<file path="src/sv/target_track_table_unit_defines.svh">
// assertion macros for the target track table unit
`ifndef TARGET_TRACK_TABLE_UNIT_DEFINES_SVH
`define TARGET_TRACK_TABLE_UNIT_DEFINES_SVH
`ifndef SYNTH
// checked on clk, quiet while rst_n is low
`define TTTU_ASSERT(lbl, prop) \
  lbl: assert property (@(posedge clk) disable iff (!rst_n) prop) \
    else $error("tttu assertion failed");
// checked on clk, also while rst_n is low
`define TTTU_ASSERT_RST(lbl, prop) \
  lbl: assert property (@(posedge clk) prop) \
    else $error("tttu reset assertion failed");
`else
`define TTTU_ASSERT(lbl, prop)
`define TTTU_ASSERT_RST(lbl, prop)
`endif
`endif

</file>
<file path="src/sv/tttu_pkg.sv">
// types and constants shared by the target track table unit
`default_nettype none
package tttu_pkg;

  typedef enum logic [1:0] {
    ST_IDLE,
    ST_SCAN,
    ST_DECIDE,
    ST_EMIT
  } state_t;

  localparam logic OP_DETECT = 1'b0;
  localparam logic OP_SWEEP  = 1'b1;

  localparam logic [1:0] EV_LEADING = 2'd0;
  localparam logic [1:0] EV_FOUND   = 2'd1;
  localparam logic [1:0] EV_LOST    = 2'd2;

  localparam int unsigned MAX_RESULTS = 32;
  localparam int unsigned CNT_W       = 6;

  localparam logic [31:0] LOST_PERIOD_RST = 32'd1000;

  typedef struct packed {
    logic        [15:0] label;
    logic signed [15:0] x;
    logic signed [15:0] y;
    logic        [31:0] seen;
  } slot_t;

endpackage
`default_nettype wire

</file>
<file path="src/sv/tttu_ram.sv">
// generic simple dual-port ram with registered read
`default_nettype none
module tttu_ram #(
  parameter int WIDTH = 8,
  parameter int DEPTH = 32
) (
  input  wire logic                                      clk,
  input  wire logic                                      wr_en,
  input  wire logic [((DEPTH > 1) ? $clog2(DEPTH) : 1)-1:0] wr_addr,
  input  wire logic [WIDTH-1:0]                          wr_data,
  input  wire logic                                      rd_en,
  input  wire logic [((DEPTH > 1) ? $clog2(DEPTH) : 1)-1:0] rd_addr,
  output logic      [WIDTH-1:0]                          rd_data
);

  logic [WIDTH-1:0] mem_r [DEPTH];

  always_ff @(posedge clk) begin
    if (wr_en) begin
      mem_r[wr_addr] <= wr_data;
    end
    if (rd_en) begin
      rd_data <= mem_r[rd_addr];
    end
  end

endmodule
`default_nettype wire

</file>
<file path="src/sv/target_track_table_unit.sv">
// target track table: label lookup, allocation and timeout sweep over a slot ram
`default_nettype none
`include "target_track_table_unit_defines.svh"
// Slots live in one ram (label, position, last-seen time) with valid bits in flops,
// and every request walks the ram one slot per cycle. A detection scans the whole
// ram and then loads its result into the output register; it reports leading on a
// label hit, found on allocation of the lowest free slot, and nothing when the
// table is full. A sweep makes one full pass per lost event (each pass finds the
// smallest lost label still left), at most 32 events per sweep. A request that
// yields no result frees the input after its scan. A stalled output register
// holds the unit in its emit state. The input is taken again once the last
// result of a request is in the output register; no clearing pass follows
// reset.
module target_track_table_unit #(
  parameter int MAX_TARGETS = 32
) (
  input  wire logic               clk,
  input  wire logic               rst_n,
  input  wire logic               cfg_wr_en,
  input  wire logic        [31:0] cfg_wr_data,
  input  wire logic               in_valid,
  output logic                    in_stall,
  input  wire logic               in_opcode,
  input  wire logic        [15:0] in_target_label,
  input  wire logic signed [15:0] in_pos_x,
  input  wire logic signed [15:0] in_pos_y,
  input  wire logic        [31:0] in_now_time,
  output logic                    out_valid,
  input  wire logic               out_stall,
  output logic             [1:0]  out_event_kind,
  output logic             [15:0] out_label,
  output logic signed      [15:0] out_x,
  output logic signed      [15:0] out_y,
  output logic             [31:0] out_time,
  output logic                    out_last_of_run
);

  localparam int IW = (MAX_TARGETS > 1) ? $clog2(MAX_TARGETS) : 1;
  localparam logic [IW-1:0] LAST_IDX = IW'(MAX_TARGETS - 1);
  localparam int CW = tttu_pkg::CNT_W;

  tttu_pkg::state_t state_r, state_nxt;

  logic        [31:0] period_r, period_nxt;
  logic               op_r, op_nxt;
  logic        [15:0] lbl_r, lbl_nxt;
  logic signed [15:0] x_r, x_nxt;
  logic signed [15:0] y_r, y_nxt;
  logic        [31:0] now_r, now_nxt;

  logic [IW-1:0] scan_idx_r, scan_idx_nxt;
  logic [IW-1:0] chk_idx_r, chk_idx_nxt;
  logic [IW-1:0] hit_idx_r, hit_idx_nxt;
  logic [IW-1:0] free_idx_r, free_idx_nxt;
  logic [IW-1:0] best_idx_r, best_idx_nxt;
  logic          iss_done_r, iss_done_nxt;
  logic          chk_vld_r, chk_vld_nxt;
  logic          hit_r, hit_nxt;
  logic          free_r, free_nxt;
  logic          best_r, best_nxt;
  logic          first_r, first_nxt;
  tttu_pkg::slot_t best_slot_r, best_slot_nxt;

  logic [MAX_TARGETS-1:0] valid_r, valid_nxt;
  logic [MAX_TARGETS-1:0] lost_r, lost_nxt;
  logic [MAX_TARGETS-1:0] lost_rest;
  logic [CW-1:0]          n_emit_r, n_emit_nxt;

  logic               out_valid_r, out_valid_nxt;
  logic        [1:0]  out_kind_r, out_kind_nxt;
  logic        [15:0] out_lbl_r, out_lbl_nxt;
  logic signed [15:0] out_x_r, out_x_nxt;
  logic signed [15:0] out_y_r, out_y_nxt;
  logic        [31:0] out_time_r, out_time_nxt;
  logic               out_last_r, out_last_nxt;

  logic              in_accept;
  logic              out_free;
  logic              scan_end;
  logic              has_work;
  logic              sweep_last;
  logic              emit_last;
  logic              iss;
  logic              emit_go;
  logic              ram_we;
  logic [IW-1:0]     ram_waddr;
  tttu_pkg::slot_t   wr_slot;
  tttu_pkg::slot_t   rd_slot;
  logic [$bits(tttu_pkg::slot_t)-1:0] rd_data_w;
  logic [31:0]       age;
  logic              cand;

  tttu_ram #(
    .WIDTH($bits(tttu_pkg::slot_t)),
    .DEPTH(MAX_TARGETS)
  ) u_ram (
    .clk    (clk),
    .wr_en  (ram_we),
    .wr_addr(ram_waddr),
    .wr_data(wr_slot),
    .rd_en  (iss),
    .rd_addr(scan_idx_r),
    .rd_data(rd_data_w)
  );

  assign rd_slot = rd_data_w;
  assign wr_slot = '{label: lbl_r, x: x_r, y: y_r, seen: now_r};

  // status
  assign in_stall  = (state_r != tttu_pkg::ST_IDLE);
  assign in_accept = in_valid && !in_stall;
  assign out_free  = !out_valid_r || !out_stall;
  assign scan_end  = chk_vld_r && (chk_idx_r == LAST_IDX);
  assign has_work  = (op_r == tttu_pkg::OP_DETECT) ? (hit_r || free_r) : best_r;
  assign age       = now_r - rd_slot.seen;

  always_comb begin
    lost_rest = lost_r;
    lost_rest[best_idx_r] = 1'b0;
  end

  assign sweep_last = (lost_rest == '0) ||
                      (n_emit_r == CW'(tttu_pkg::MAX_RESULTS - 1));
  assign emit_last  = (op_r == tttu_pkg::OP_DETECT) || sweep_last;

  // next state
  always_comb begin
    state_nxt = state_r;
    case (state_r)
      tttu_pkg::ST_IDLE: begin
        if (in_accept) state_nxt = tttu_pkg::ST_SCAN;
      end
      tttu_pkg::ST_SCAN: begin
        if (scan_end) state_nxt = tttu_pkg::ST_DECIDE;
      end
      tttu_pkg::ST_DECIDE: begin
        state_nxt = has_work ? tttu_pkg::ST_EMIT : tttu_pkg::ST_IDLE;
      end
      tttu_pkg::ST_EMIT: begin
        if (out_free) state_nxt = emit_last ? tttu_pkg::ST_IDLE : tttu_pkg::ST_SCAN;
      end
      default: state_nxt = tttu_pkg::ST_IDLE;
    endcase
  end

  // state outputs
  always_comb begin
    iss       = 1'b0;
    emit_go   = 1'b0;
    ram_we    = 1'b0;
    ram_waddr = hit_r ? hit_idx_r : free_idx_r;
    case (state_r)
      tttu_pkg::ST_SCAN: begin
        iss = !iss_done_r;
      end
      tttu_pkg::ST_EMIT: begin
        emit_go = out_free;
        ram_we  = out_free && (op_r == tttu_pkg::OP_DETECT);
      end
      default: begin
        iss = 1'b0;
      end
    endcase
  end

  // datapath
  always_comb begin
    period_nxt    = period_r;
    op_nxt        = op_r;
    lbl_nxt       = lbl_r;
    x_nxt         = x_r;
    y_nxt         = y_r;
    now_nxt       = now_r;
    scan_idx_nxt  = scan_idx_r;
    chk_idx_nxt   = chk_idx_r;
    hit_idx_nxt   = hit_idx_r;
    free_idx_nxt  = free_idx_r;
    best_idx_nxt  = best_idx_r;
    iss_done_nxt  = iss_done_r;
    chk_vld_nxt   = iss;
    hit_nxt       = hit_r;
    free_nxt      = free_r;
    best_nxt      = best_r;
    first_nxt     = first_r;
    best_slot_nxt = best_slot_r;
    valid_nxt     = valid_r;
    lost_nxt      = lost_r;
    n_emit_nxt    = n_emit_r;
    out_valid_nxt = out_valid_r && out_stall;
    out_kind_nxt  = out_kind_r;
    out_lbl_nxt   = out_lbl_r;
    out_x_nxt     = out_x_r;
    out_y_nxt     = out_y_r;
    out_time_nxt  = out_time_r;
    out_last_nxt  = out_last_r;
    cand          = 1'b0;

    if (cfg_wr_en) period_nxt = cfg_wr_data;

    if (in_accept) begin
      op_nxt       = in_opcode;
      lbl_nxt      = in_target_label;
      x_nxt        = in_pos_x;
      y_nxt        = in_pos_y;
      now_nxt      = in_now_time;
      first_nxt    = 1'b1;
      n_emit_nxt   = '0;
      scan_idx_nxt = '0;
      iss_done_nxt = 1'b0;
      hit_nxt      = 1'b0;
      free_nxt     = 1'b0;
      best_nxt     = 1'b0;
    end

    if (iss) begin
      chk_idx_nxt = scan_idx_r;
      if (scan_idx_r == LAST_IDX) iss_done_nxt = 1'b1;
      else scan_idx_nxt = scan_idx_r + IW'(1);
    end

    if (chk_vld_r) begin
      if (op_r == tttu_pkg::OP_DETECT) begin
        if (valid_r[chk_idx_r] && (rd_slot.label == lbl_r) && !hit_r) begin
          hit_nxt     = 1'b1;
          hit_idx_nxt = chk_idx_r;
        end
        if (!valid_r[chk_idx_r] && !free_r) begin
          free_nxt     = 1'b1;
          free_idx_nxt = chk_idx_r;
        end
      end else begin
        // first pass marks the lost set, later passes only pick from it
        cand = first_r ? (valid_r[chk_idx_r] && (age > period_r)) : lost_r[chk_idx_r];
        if (first_r) lost_nxt[chk_idx_r] = cand;
        if (cand && (!best_r || (rd_slot.label < best_slot_r.label))) begin
          best_nxt      = 1'b1;
          best_idx_nxt  = chk_idx_r;
          best_slot_nxt = rd_slot;
        end
      end
    end

    if (scan_end) first_nxt = 1'b0;

    if (emit_go) begin
      out_valid_nxt = 1'b1;
      if (op_r == tttu_pkg::OP_DETECT) begin
        out_kind_nxt = hit_r ? tttu_pkg::EV_LEADING : tttu_pkg::EV_FOUND;
        out_lbl_nxt  = lbl_r;
        out_x_nxt    = x_r;
        out_y_nxt    = y_r;
        out_time_nxt = now_r;
        out_last_nxt = 1'b1;
        if (!hit_r) valid_nxt[free_idx_r] = 1'b1;
      end else begin
        out_kind_nxt = tttu_pkg::EV_LOST;
        out_lbl_nxt  = best_slot_r.label;
        out_x_nxt    = best_slot_r.x;
        out_y_nxt    = best_slot_r.y;
        out_time_nxt = best_slot_r.seen;
        out_last_nxt = sweep_last;
        valid_nxt[best_idx_r] = 1'b0;
        lost_nxt[best_idx_r]  = 1'b0;
        n_emit_nxt   = n_emit_r + CW'(1);
        scan_idx_nxt = '0;
        iss_done_nxt = 1'b0;
        best_nxt     = 1'b0;
      end
    end
  end

  always_ff @(posedge clk) begin
    if (!rst_n) begin
      state_r     <= tttu_pkg::ST_IDLE;
      period_r    <= tttu_pkg::LOST_PERIOD_RST;
      valid_r     <= '0;
      lost_r      <= '0;
      chk_vld_r   <= 1'b0;
      iss_done_r  <= 1'b1;
      out_valid_r <= 1'b0;
      n_emit_r    <= '0;
    end else begin
      state_r     <= state_nxt;
      period_r    <= period_nxt;
      valid_r     <= valid_nxt;
      lost_r      <= lost_nxt;
      chk_vld_r   <= chk_vld_nxt;
      iss_done_r  <= iss_done_nxt;
      out_valid_r <= out_valid_nxt;
      n_emit_r    <= n_emit_nxt;
    end
  end

  always_ff @(posedge clk) begin
    op_r        <= op_nxt;
    lbl_r       <= lbl_nxt;
    x_r         <= x_nxt;
    y_r         <= y_nxt;
    now_r       <= now_nxt;
    scan_idx_r  <= scan_idx_nxt;
    chk_idx_r   <= chk_idx_nxt;
    hit_idx_r   <= hit_idx_nxt;
    free_idx_r  <= free_idx_nxt;
    best_idx_r  <= best_idx_nxt;
    hit_r       <= hit_nxt;
    free_r      <= free_nxt;
    best_r      <= best_nxt;
    first_r     <= first_nxt;
    best_slot_r <= best_slot_nxt;
    out_kind_r  <= out_kind_nxt;
    out_lbl_r   <= out_lbl_nxt;
    out_x_r     <= out_x_nxt;
    out_y_r     <= out_y_nxt;
    out_time_r  <= out_time_nxt;
    out_last_r  <= out_last_nxt;
  end

  assign out_valid       = out_valid_r;
  assign out_event_kind  = out_kind_r;
  assign out_label       = out_lbl_r;
  assign out_x           = out_x_r;
  assign out_y           = out_y_r;
  assign out_time        = out_time_r;
  assign out_last_of_run = out_last_r;

  `TTTU_ASSERT_RST(a_reset_idle, !rst_n |=> (state_r == tttu_pkg::ST_IDLE && !out_valid_r))
  `TTTU_ASSERT(a_lost_in_table, (lost_r & ~valid_r) == '0)
  `TTTU_ASSERT(a_emit_cap, n_emit_r <= CW'(tttu_pkg::MAX_RESULTS))
  `TTTU_ASSERT(a_last_to_idle, (emit_go && emit_last) |=> (state_r == tttu_pkg::ST_IDLE))
  `TTTU_ASSERT(a_hit_valid, (state_r == tttu_pkg::ST_DECIDE && hit_r) |-> valid_r[hit_idx_r])

endmodule
`default_nettype wire
</file>
<file path="config.mk">
export PLATFORM = sky130hd
export DESIGN_NAME = target_track_table_unit
export DESIGN_NICKNAME = d
export VERILOG_FILES = /design/src/sv/tttu_pkg.sv /design/src/sv/tttu_ram.sv /design/src/sv/target_track_table_unit.sv
export VERILOG_INCLUDE_DIRS = /design/src /design/src/sv
export SDC_FILE = /design/constraint.sdc
export NUM_CORES = 2
export LEC_CHECK = 0
export BUFFER_PORTS_ARGS = -buffer_cell sky130_fd_sc_hd__buf_2
export CORE_AREA = 2 2 509 511
export CTS_BUF_LIST = sky130_fd_sc_hd__clkbuf_2
export CTS_CLUSTER_SIZE = 28
export DETAILED_ROUTE_END_ITERATION = 8
export DIE_AREA = 0 0 511 513
export PLACE_DENSITY_LB_ADDON = 0.2
export SETUP_SLACK_MARGIN = 0.4
export SKIP_CTS_REPAIR_TIMING = 1
export SLEW_MARGIN = 20
export SYNTH_ARGS = -nofsm -noshare
export SYNTH_HDL_FRONTEND = slang
export SYNTH_SLANG_ARGS = --single-unit
</file>
<file path="constraint.sdc">
create_clock -name clk -period 11.35 [get_ports clk]
set_input_delay 1.7025 -clock clk [delete_from_list [all_inputs] [get_ports clk]]
set_output_delay 1.7025 -clock clk [all_outputs]
set_load 0.005 [all_outputs]
</file>
[Word level (Yosys, flattened, before mapping)]
Memory sizes are Yosys's and may differ from the RTL's. A register that Yosys moved wholly into a read port is not among the register bits.
Index checks and enable logic that the tools add are counted.
Word-level totals
  flip-flop bits (word level): 380
  memory bits (writable): 2560
  input port bits: 118
  logic and storage cells: 159
  memories kept: 1
Cells by class
  add/subtract/negate cells: 3
  $lt $le $gt $ge: 8
  equality and inequality tests: 11
  mux-type cells: 65
  bitwise operators: 6
  reduce and logical (&&, ||, !) cells: 33
Memories
  u_ram.mem_r: depth 32, bits a word 80, read ports 1, clocked after Yosys merged registers in 1, write ports 1, RTL line tttu_ram.sv:16  | logic [WIDTH-1:0] mem_r [DEPTH];
Operators by type and width (count)
  32-bit 2-to-1 mux: 8
  32-bit AND: 3
  16-bit 2-to-1 mux: 3
  1-bit 2-to-1 mux: 34
  32-bit bitwise mux: 1
  32-bit greater-than comparator: 1
  32-bit logical NOT: 1
  32-bit NOT: 1
  32-bit bitwise OR: 1
  32-bit subtractor: 1
  5-bit 2-to-1 mux: 6
  5-bit by 6-bit less-than comparator with 1-bit output (second input constant): 3
  6-bit 2-to-1 mux: 3
  16-bit == test: 1
  16-bit less-than comparator: 1
  1-bit demux with 5-bit select: 3
  5-bit by 1-bit >= comparator with 1-bit output (second input constant): 3
  1-bit logical AND: 12
  3-bit AND reduction: 4
  1-bit binary-select mux with 5-bit select: 2
  5-bit == test (second input constant): 2
  1-bit logical NOT: 8
  2-bit 2-to-1 mux: 4
  2-bit != test (second input constant): 4
  other kinds (11): 16

[Longest topological paths before layout]
  depth in word-level cells: 12
  gate-level depth with buffers: 21
  gate-level depth less buffers: 21

[Hierarchy]
From an unflattened synthesis, not the netlist that was laid out.
Second synthesis, totals
  cell total of the unflattened synthesis: 6128
  area, all modules: 117616.6 um^2
Modules (own cells, without submodules)
  tttu_ram: times used 1, cells each 4669, area an instance 99787.0 um^2, sequential area each 79276.0 um^2
  target_track_table_unit: times used 1, cells each 1459, area an instance 17829.6 um^2, sequential area each 10249.8 um^2

[Worst setup path after synthesis]
Ideal clock, no wire load.
  kind: reg2reg
  start point: register state_r[0]
  end point: register scan_idx_r[3]
  setup time: 0.086 ns
  arrival time: 7.932 ns
  path slack: 3.333 ns
  stages on the path, launching flop included: 8
  path buffers: 1
  cell sequence: dfxtp_1 > clkbuf_1 > inv_1 > nor3_1 > nand2b_1 > a21oi_1 > nor2_1 > a211oi_1
RTL lines
  start, declared: RTL line target_track_table_unit.sv:42  | tttu_pkg::state_t state_r, state_nxt;
  start signal, assigned: RTL line target_track_table_unit.sv:274  | state_r <= tttu_pkg::ST_IDLE;
  start signal, assigned: RTL line target_track_table_unit.sv:283  | state_r <= state_nxt;
  2-bit by 1-bit == test with 1-bit output *: RTL line target_track_table_unit.sv:152  | case (state_r)
  1-bit 2-to-1 mux *: RTL line target_track_table_unit.sv:152
  named net chk_vld_nxt: RTL line target_track_table_unit.sv:57  | logic chk_vld_r, chk_vld_nxt;
  5-bit 2-to-1 mux *: RTL line target_track_table_unit.sv:215  | if (iss) begin
  5-bit 2-to-1 mux: RTL line target_track_table_unit.sv:247  | if (op_r == tttu_pkg::OP_DETECT) begin
  5-bit 2-to-1 mux *: RTL line target_track_table_unit.sv:245  | if (emit_go) begin
  named net scan_idx_nxt[3]: RTL line target_track_table_unit.sv:51  | logic [IW-1:0] scan_idx_r, scan_idx_nxt;
  end signal, assigned: RTL line target_track_table_unit.sv:300  | scan_idx_r <= scan_idx_nxt;
  end, declared: RTL line target_track_table_unit.sv:51
Mark *: on every way through the listed nets, which the timed path passes. The rest lies on a longest branch.
A chain may end at the register's enable or synchronous reset.

[Worst setup path in the final report]
  start point: register now_r[0]
  end point: register best_slot_r[57] in the netlist's numbering, enable pin
On the way
  cells in the longest elaborated chain, start to end: 6
Ends and longest elaborated chain
  start, declared: RTL line target_track_table_unit.sv:49  | logic [31:0] now_r, now_nxt;
  start signal, assigned: RTL line target_track_table_unit.sv:299  | now_r <= now_nxt;
  32-bit subtractor: RTL line target_track_table_unit.sv:115  | assign age = now_r - rd_slot.seen;
  32-bit greater-than comparator: RTL line target_track_table_unit.sv:233  | cand = first_r ? (valid_r[chk_idx_r] && (age > period_r)) : lost_r[chk_idx_r];
  1-bit logical AND: RTL line target_track_table_unit.sv:233
  1-bit 2-to-1 mux: RTL line target_track_table_unit.sv:233
  1-bit logical AND: RTL line target_track_table_unit.sv:235  | if (cand && (!best_r || (rd_slot.label < best_slot_r.label))) begin
  3-bit AND reduction (no line)
  end signal, assigned: RTL line target_track_table_unit.sv:309  | best_slot_r <= best_slot_nxt;
  end, declared: RTL line target_track_table_unit.sv:62  | tttu_pkg::slot_t best_slot_r, best_slot_nxt;
Every way passes these cells.

==> results.ini <==
[run_status]
status = complete, no violations

[grt]
antenna_found_initial = 18
grtUsageTotal_pct = 24.97
grt_pass1_vias = 62075
grt-ovfl-total = 0
grt_pass1_wl_um = 463300
grt_max_degree = 129

[critical_path]
worst-endpoint-required_ns = 12.72
end_kind = register
crit_type = reg -> reg
crit_arrival_ns = 9.05
worstPathMaxFanout = 33
startpoint_type = register
r2r_slack_ns = 3.68

[cts]
tritoncts = yes
clk_latency_ns = 1.91
clock-sinks = 3020
cts_buffers = 741
htree_levels = 6
clk_pin_slew_ns = 0.10
cts-root-buf = clkbuf_2
clk_path_buf_depth = 4

[drt]
wl_met1_um = 136100
drt-pass1-iter-count = 6
wl_met2_um = 162600
drtIter0Drc = 7357
num_vias = 61909
top_layer_used = met5
wl_per_cell_um = 31.90
wl_um = 331900
drc = 0
wl_met3_um = 25680
ant_nets = 0
viasPerCell = 5.950

[finish]
drive_gt1_share_pct = 33.47
num-nets-final = 6687
multi_input_area_um2 = 26460
seq_area_um2 = 89540
syn_to_final_growth_pct = 11.12
finish.utilization_pct = 50.91
fillerInstances = 20726

[timing]
max_freq_mhz = 130.3
final_hold_viol_count = 0
relSlewSlack_pct = 16.51
rsz0062_at_grt = false
fin_ws_ns = 3.678
setup_viol = 0
layout_min_cycle_time_ns = 7.672
post-route-period-util_pct = 67.59
worst_pin_slew_ns = 1.252
drv_slew = 0
tns_ns = 0
clock_skew_ns = 0.1993

[power]
totalPowerFinal_uw = 21250
ir_drop_mv = 0.1026
p_per_area_nw_per_um2 = 162.9
p_leak_uw = 0.04176

[logic_synthesis]
synth_ff_type = edfxtp_1
netlist_top_cells_count = 2904 x edfxtp_1, 655 x mux4_2, 190 x mux2i_1
yosysMostFrequentCell = edfxtp_1
synthArstFlopShare_pct = 0
synthTopCellsByArea = edfxtp_1 74%, mux4_2 13%, dfxtp_1 2.0%
synth_cell_types = 80
syn_nets = 5794
netlist_area_um2 = 117400
synth-edff-count = 2904
synth-seq-cells = 3020
netlist_instances = 5594
synth_top_area_share_pct = 74.28
synth_warnings = 0
syn_avg_cell_area_um2 = 20.99
yosysSeqAreaShare_pct = 76.26
synth_top_cell_by_area = edfxtp_1

[die]
die_h_um = 513
core-area_um2 = 256200
die-area_um2 = 262100
initial_core_util_pct = 45.82
rows = 186
io_pins = 203
fp.dieW_um = 511

[run]
maxCapViolations = 0

[min_path]
hp-class = in -> reg

[placed_design]
hpwl_um = 169800
port_buffers = 202
place_ws_ns = 3.870
globalplace.congestion = 0.8770

## metrics by stage
stage	cell area, um2	hold WS (ns)	std cells
global route	130400	-0.02445	10403
floorplan	117400	0.4003	5594
finish	130400	0.1300	10404
global placement	123100	0.4026	9056
detailed placement	123100	0.4045	9057
CTS	129700	-0.2955	10325
## layer usage
metal	vias up	track usage [%]
met5	-	0
met4	4	6.997
met3	451	4.394
met2	2984	40.72
met1	32952	34.72
li1	25518	-
## power breakdown
group	switching [uW]	internal, uW	leakage [uW]
sequential	119	12300	0.0271
combinational	935	781	0.00967
clock	4330	2820	0.00500
total	5380	15900	0.0418
## flip-flops by register name (all words and copies together), names as in the netlist, 2 cells and up
| name | count |
|---|---|
| best_idx_r | 5 |
| best_slot_r | 80 |
| chk_idx_r | 5 |
| free_idx_r | 5 |
| hit_idx_r | 5 |
| lbl_r | 16 |
| lost_r | 32 |
| n_emit_r | 6 |
| now_r | 32 |
| out_event_kind | 2 |
| out_label | 16 |
| out_time | 32 |
| out_x | 16 |
| out_y | 16 |
| period_r | 32 |
| scan_idx_r | 5 |
| state_r | 2 |
| u_ram.mem_r | 2560 |
| u_ram.rd_data | 80 |
| valid_r | 32 |
| x_r | 16 |
| y_r | 16 |
## final timing paths
| check | start | cells after the start | end |
|---|---|---|---|
| setup / recovery | now_r[0] | 21 | best_slot_r[57] |
| hold / removal | in_target_label[13] | 1 | lbl_r[13] |
| setup reg to reg | now_r[0] | 21 | best_slot_r[57] |
| hold reg to reg | u_ram.rd_data[47] | 0 | best_slot_r[47] |
## kinds of logic after synthesis
group / count (synthesis) / share of synthesized area [%]
AO/OA/AOI/OAI: 548 / 3.153
XOR/XNOR: 43 / 0.3208
buffers and inverters: 382 / 1.421
multiplexers: 996 / 15.79
adder cells (fa/ha/maj): 82 / 0.8804
AND/OR/NAND/NOR: 523 / 2.174
flip-flops: 3020 / 76.26
## final cells by class
type                    instances  area share (%)
diodes                          8         0.01535
clock buffers                1053           4.040
clock inverters               215          0.9975
inverters                     109          0.3213
multi-input cells            2192           20.29
flip-flops and latches       3020           68.65
well taps                    3384           3.246
repair buffers                423           2.447
## worst max-delay path: stages, from the launching register on
cell	delay, ns
edfxtp_1	0.80
inv_1	0.23
ha_1	0.24
inv_1	0.08
fa_1	0.43
a211oi_1	0.36
o21ai_0	0.20
and3_1	0.24
o211a_1	0.29
a21o_1	0.22
a31oi_1	0.34
o21ai_0	0.19
xor2_1	0.17
ha_1	0.31
nand4_1	0.20
nor4_1	0.63
nand2_1	0.11
o221ai_1	0.17
a211oi_1	0.13
o21ai_4	0.45
and3_4	0.69
buf_4	0.60
## placed cells by master (no fill, tap or decap), drive strengths merged, types with 61 or more instances in the layout
cell type,instances
dlygate4sd3,61
mux2,139
nor2,150
o221ai,63
inv,121
edfxtp,2904
clkbuf,1053
clkinv,181
dfxtp,116
o21ai,113
nor2b,69
ha,81
mux2i,190
a21oi,106
buf,362
nand2,160
mux4,667
No activity file was read; power rests on OpenSTA's default activity.
